===== src/hw/rtl/clbb_pkg.sv =====
// ----------------------------------------------------------------------------
// clbb_pkg: shared types and constants of the clipped box blur
// Pixel word layout, command codes, register indexes and fixed field widths.
// ----------------------------------------------------------------------------
package clbb_pkg;

  // Channel layout of one stored pixel word.
  localparam int CH_W   = 8;
  localparam int NUM_CH = 4;
  localparam int CH_RED   = 0;
  localparam int CH_GREEN = 1;
  localparam int CH_BLUE  = 2;
  localparam int CH_ALPHA = 3;

  typedef logic [NUM_CH-1:0][CH_W-1:0] pixel_t;

  // Field widths of the ports.
  localparam int COORD_IN_W = 9;
  localparam int SIZE_W     = 10;
  localparam int RADIUS_W   = 2;
  localparam int CFG_IDX_W  = 2;

  // Signed width of window coordinates; holds every store size up to 4096
  // plus the radius on either side.
  localparam int CW = 14;

  // Largest radius the radius register can express.
  localparam int RADIUS_REG_MAX = 3;

  // Commands.
  localparam logic CMD_LOAD  = 1'b0;
  localparam logic CMD_QUERY = 1'b1;

  // Register indexes.
  localparam logic [CFG_IDX_W-1:0] REG_IMAGE_WIDTH  = 2'd0;
  localparam logic [CFG_IDX_W-1:0] REG_IMAGE_HEIGHT = 2'd1;
  localparam logic [CFG_IDX_W-1:0] REG_BLUR_RADIUS  = 2'd2;

  // Register reset values.
  localparam logic [SIZE_W-1:0]   RST_IMAGE_WIDTH  = 10'd512;
  localparam logic [SIZE_W-1:0]   RST_IMAGE_HEIGHT = 10'd512;
  localparam logic [RADIUS_W-1:0] RST_BLUR_RADIUS  = 2'd1;

endpackage


===== src/hw/rtl/clbb_div.sv =====
// ----------------------------------------------------------------------------
// clbb_div: four-lane restoring divider
// Divides four channel sums by one shared count, one quotient bit per cycle.
// ----------------------------------------------------------------------------
module clbb_div #(
  parameter int SUMW = 13,
  parameter int CNTW = 5
) (
  input  logic                         clk,
  input  logic                         rst,
  input  logic                         start,
  input  logic [SUMW-1:0]              dividend [clbb_pkg::NUM_CH],
  input  logic [CNTW-1:0]              divisor,
  output logic                         done,
  output logic [clbb_pkg::CH_W-1:0]    quotient [clbb_pkg::NUM_CH]
);

  localparam int STEP_W = $clog2(SUMW + 1);

  logic              busy;
  logic [STEP_W-1:0] steps;
  logic [CNTW-1:0]   dvs;
  logic [SUMW-1:0]   acc [clbb_pkg::NUM_CH];
  logic [CNTW-1:0]   rem [clbb_pkg::NUM_CH];

  logic [CNTW:0]     rem_sh   [clbb_pkg::NUM_CH];
  logic              take     [clbb_pkg::NUM_CH];
  logic [CNTW:0]     rem_diff [clbb_pkg::NUM_CH];

  always_comb begin
    for (int c = 0; c < clbb_pkg::NUM_CH; c++) begin
      rem_sh[c]   = {rem[c], acc[c][SUMW-1]};
      take[c]     = rem_sh[c] >= {1'b0, dvs};
      rem_diff[c] = rem_sh[c] - {1'b0, dvs};
    end
  end

  always_ff @(posedge clk) begin
    if (rst) begin
      busy  <= 1'b0;
      done  <= 1'b0;
      steps <= '0;
    end else begin
      done <= 1'b0;
      if (start) begin
        busy  <= 1'b1;
        steps <= STEP_W'(SUMW);
      end else if (busy) begin
        steps <= steps - 1'b1;
        if (steps == STEP_W'(1)) begin
          busy <= 1'b0;
          done <= 1'b1;
        end
      end
    end
  end

  always_ff @(posedge clk) begin
    if (start) begin
      dvs <= divisor;
      for (int c = 0; c < clbb_pkg::NUM_CH; c++) begin
        acc[c] <= dividend[c];
        rem[c] <= '0;
      end
    end else if (busy) begin
      for (int c = 0; c < clbb_pkg::NUM_CH; c++) begin
        acc[c] <= {acc[c][SUMW-2:0], take[c]};
        rem[c] <= take[c] ? rem_diff[c][CNTW-1:0] : rem_sh[c][CNTW-1:0];
      end
    end
  end

  always_comb begin
    for (int c = 0; c < clbb_pkg::NUM_CH; c++) begin
      quotient[c] = acc[c][clbb_pkg::CH_W-1:0];
    end
  end

endmodule


===== config.mk =====
export PLATFORM = sky130hd
export DESIGN_NAME = clbb_div
export DESIGN_NICKNAME = d
export VERILOG_FILES = /design/src/hw/rtl/clbb_pkg.sv /design/src/hw/rtl/clbb_div.sv
export SDC_FILE = /design/constraint.sdc
export NUM_CORES = 1
export LEC_CHECK = 0
export ABC_CLOCK_PERIOD_IN_PS = 3400
export BUFFER_PORTS_ARGS = -buffer_cell sky130_fd_sc_hd__buf_2
export CORE_MARGIN = 3
export CORE_UTILIZATION = 40
export CTS_BUF_LIST = sky130_fd_sc_hd__clkbuf_2 sky130_fd_sc_hd__clkbuf_4 sky130_fd_sc_hd__clkbuf_8
export DETAILED_ROUTE_END_ITERATION = 7
export PLACE_DENSITY = 0.72
export SLEW_MARGIN = 20
export SYNTH_ARGS = -nofsm -noshare
export SYNTH_HDL_FRONTEND = slang
export SYNTH_SLANG_ARGS = --single-unit

===== constraint.sdc =====
create_clock -name clk -period 3.4 [get_ports clk]
set_clock_uncertainty 0.2 [all_clocks]
set_input_delay 0.68 -clock clk [delete_from_list [all_inputs] [get_ports clk]]
set_output_delay 0.68 -clock clk [all_outputs]
set_load 0.02 [all_outputs]

# == Word level (Yosys, flattened, before mapping) ==
# Memories as Yosys holds them, arrays and structs flattened.
# Cells that the tools add are included.
# Widths: inputs -> output; s select.
# totals
regBits,11
word_cells,52
ramBits,72
in_bits,60
output_inout_bits,33
memories,2
# memory_table
memory,words,word_bits,read_ports,rd_ports_with_merged_regs,wr,line_no,source
acc,4,13,4,0,4,clbb_div.sv:23,logic [SUMW-1:0] acc [clbb_pkg::NUM_CH];
rem,4,5,4,0,4,clbb_div.sv:24,logic [CNTW-1:0] rem [clbb_pkg::NUM_CH];
# classes
n_bitwise,9
n_eq_ne,1
n_reduce_logical,3
n_lt_le_gt_ge,4
addsub,5
mux,23
# ops
op,count
$mux 13,4
$mux 5,8
$ge 6x5->1,4
$sub 5x5->5,4
$mux 1,9
$mux 4,2
$or 1x1->1,8
$eq 4x1->1 const B,1
$sub 4x1->4 const B,1
$reduce_or 3->1,1
$reduce_bool 2->1,1
$reduce_or 2->1,1
$not 1->1,1

# == Logic depth before layout (Yosys ltp) ==
# logic_depth
ltp_word,4
depth_mapped,8
depth_no_buf,8

# == Least setup slack after synthesis ==
# Ideal clock, no wire load.
# synth_path
kind,input port to flip-flop
startpoint,in start
endpoint,mem acc[0][0] (enable)
setup_time_ns,0.399
arrival_time_ns,1.601
path_stages,1
path_slack_ns,1.200
required_ns,2.801
path_buffers,0
path_cell_list,or2_2
# synth_rtl
item,line_no,source
"start, declared",clbb_div.sv:11,"input logic start,"
"end, declared",clbb_div.sv:23,

==> results_dict.tcl <==
set metrics [dict create \
    peakVddDrop_mv 0.212 \
    critPathArrivalTime_ns 2.37 \
    htree_levels 3 \
    cts_hold_buf 0 \
    hold_start "acc[1][10]$_DFFE_PP_" \
    clock_tree.root_cell "clkbuf_8" \
    first_pass_iters 4 \
    grt_first_pass_wirelength_mm 15.3 \
    n_antenna_cell 0 \
    ys.warnings.count 0 \
    antenna_left 0 \
    grtUsageMet2_pct 25.2 \
    core-area_um2 11000 \
    die_w_um 113 \
    synth_cells 458 \
    hold_path_end "acc[1][11]$_DFFE_PP_" \
    synth_edf_count 77 \
    slew_headroom_pct 47.3 \
    powerDensity_nw_per_um2 505 \
    place_hpwl_mm 6.48 \
    syn_area_um2 4570 \
    clk_latency_ns 0.34 \
    grt_use_met3_pct 3.21 \
    numCtsBuffers 9 \
    grt_pass1_vias 3301 \
    reg2reg_from "acc[1][12]$_DFFE_PP_" \
    worstSetupPathType "register to register" \
    postCtsSetupRepairBufs 0 \
    vias_per_cell 5.06 \
    worst_setup_path_start_kind "register" \
    worstReg2RegEnd "rem[1][4]$_SDFFCE_PN0P_" \
    grt_max_degree 73 \
    clk_path_buf_depth 2 \
    grt_use_total_pct 14.6 \
    top_usage_layer "met2" \
    fmaxAchievable_mhz 403 \
    fin_nets 603 \
    finalInstanceArea_um2 5160 \
    cp-end-kind "register" \
    fin_crit_sh_pct 73.0 \
    place_congestion 0.875 \
    die_h_um 113 \
    routedWlPerCell_um 14.2 \
    p_seq_share_pct 49.4 \
    combPwrFrac_pct 21.1 \
    pwr-share-clk_pct 29.5 \
    setup_viol 0 \
    drive_gt1_share_pct 23.4 \
    hold_viol_final 0 \
    swShare_pct 28.7 \
    antenna_found_initial 0 \
    netSwitchingPower_mw 0.748 \
    critPathRequiredTime_ns 3.28 \
    die_area_um2 12700 \
    r2r_cells 8 \
    holdPathStages 2 \
    setup_tns_ns 0 \
    final-max-slew-violation-count 0 \
    period_needed_ns 2.48 \
    min_path_type "register to register" \
    drv_cap 0 \
    rsz0062_at_grt "no" \
    start_util_pct 41.6 \
    cts.repair.resized 0 \
    placed_area_um2 4950 \
    synth.distinct_cells 40 \
    leakagePower_nw 2.31 \
    row_count 38 \
    cts_sinks 83 \
    final_cell_mix "154 x nand2_1, 92 x buf_2, 77 x edfxtp_1" \
    syn_to_final_growth_pct 13.0 \
    totalWireLength_mm 9.40 \
    tightest_slew_ns 0.789 \
    clkSlewWorstSetupHoldPaths_ns 0.08 \
    num_io_pins 93 \
    status "complete, no violations" \
    p_int_mw 1.86 \
    cp_max_fo 3 \
    final_common_cell "nand2_1" \
    synth_top_area_share_pct 50.6 \
    drt_iter0_markers 157 \
    rrSetupSlack_ns 0.92 \
    port_buffers 92 \
    syn_nets 544 \
    ys_seq_area_share_pct 53.2 \
    synthTopCellsByArea "edfxtp_1 51%, nand2_1 13%, ha_1 6.0%" \
    via_count 3345 \
    synth_seq_cells 83 \
    synth_top_cell_by_area "edfxtp_1" \
    synth.avg_cell_area_um2 9.98 \
    drc 0 \
    utilization_pct 47.0 \
    grt.met1_usage_pct 18.6 \
    synth-main-ff-cell "edfxtp_1" \
    async_reset_ff_share_pct 0 \
    grt_overflow 0 \
    tritoncts "built" \
]
[per-stage QoR]
step | power [mW] | instances | hold slack [ns] | setup WS [ns]
5_1_grt | 2.75 | 661 | 0.292 | 0.838
3_3_place_gp | 1.84 | 646 | 0.291 | 1.02
3_5_place_dp | 1.86 | 646 | 0.299 | 0.988
6_report | 2.61 | 661 | 0.311 | 0.920
2_1_floorplan | 1.73 | 458 | 0.284 | 1.20
4_1_cts | 2.64 | 661 | 0.301 | 0.952
[power by group through the flow]
stage	Clock, mW	Combinational (mW)	Sequential (mW)
2_1_floorplan	0	0.438	1.30
3_3_place_gp	0	0.530	1.31
3_5_place_dp	0	0.546	1.31
4_1_cts	0.793	0.551	1.29
5_1_grt	0.832	0.616	1.30
6_report	0.769	0.551	1.29
[Yosys cell counts (6+ instances only)]
cell	n
buf_4	32
o31ai_1	12
ha_1	22
nor2_1	25
a21oi_1	11
o21ai_1	8
inv_1	16
nand3_1	6
buf_2	14
edfxtp_1	77
o21ai_0	8
nand2_1	154
nand4_1	12
a21o_1	6
dfxtp_1	6
[metal layers]
metal / up-vias / part of all wire (%)
met5: - / 0
met4: 0 / 0.82
met3: 10 / 5.7
met2: 105 / 50
met1: 1546 / 43
li1: 1684 / -
[layout make-up]
| type | instances | area [um2] |
|---|---|---|
| multi-input combinational | 311 | 1770 |
| tap | 140 | 175 |
| sequential | 83 | 2430 |
| fill | 1053 | 5820 |
| clock buffer | 10 | 131 |
| timing repair buffer | 96 | 515 |
| inverter | 16 | 60.1 |
| clock inverter | 5 | 78.8 |
[kinds of logic after synthesis]
family	after synthesis	synth area share [%]
AND/OR/NAND/NOR	216	19.8
AO/OA/AOI/OAI	62	9.63
XOR/XNOR	7	1.34
buffers and inverters	64	8.27
adder cells (fa/ha/maj)	26	7.77
flip-flops	83	53.2
[how the worst max path moves through the flow]
stage                     slack, ns                 endpoint            startpoint
final                          0.92  rem[1][4]$_SDFFCE_PN0P_  acc[1][12]$_DFFE_PP_
after global routing           0.84  rem[1][4]$_SDFFCE_PN0P_  acc[1][12]$_DFFE_PP_
after CTS                      0.95  rem[1][4]$_SDFFCE_PN0P_  acc[1][12]$_DFFE_PP_
after detailed placement       0.99  rem[1][4]$_SDFFCE_PN0P_  acc[1][12]$_DFFE_PP_
after global placement         1.02      acc[2][8]$_DFFE_PP_                 start
after floorplan                1.20      acc[0][0]$_DFFE_PP_                 start
[state kept, by name (all words and copies together) (netlist names)]
name / flops
rem: 20
busy: 1
steps: 4
acc: 52
done: 1
dvs: 5
[critical path: stages (launching register included)]
cell,delay [ns]
edfxtp_1,0.43
inv_1,0.08
ha_1,0.15
inv_1,0.05
fa_1,0.40
a21oi_1,0.25
inv_1,0.07
a2111oi_0,0.49
nor3_1,0.10
Note: power is estimated with default switching activity, not from simulation.
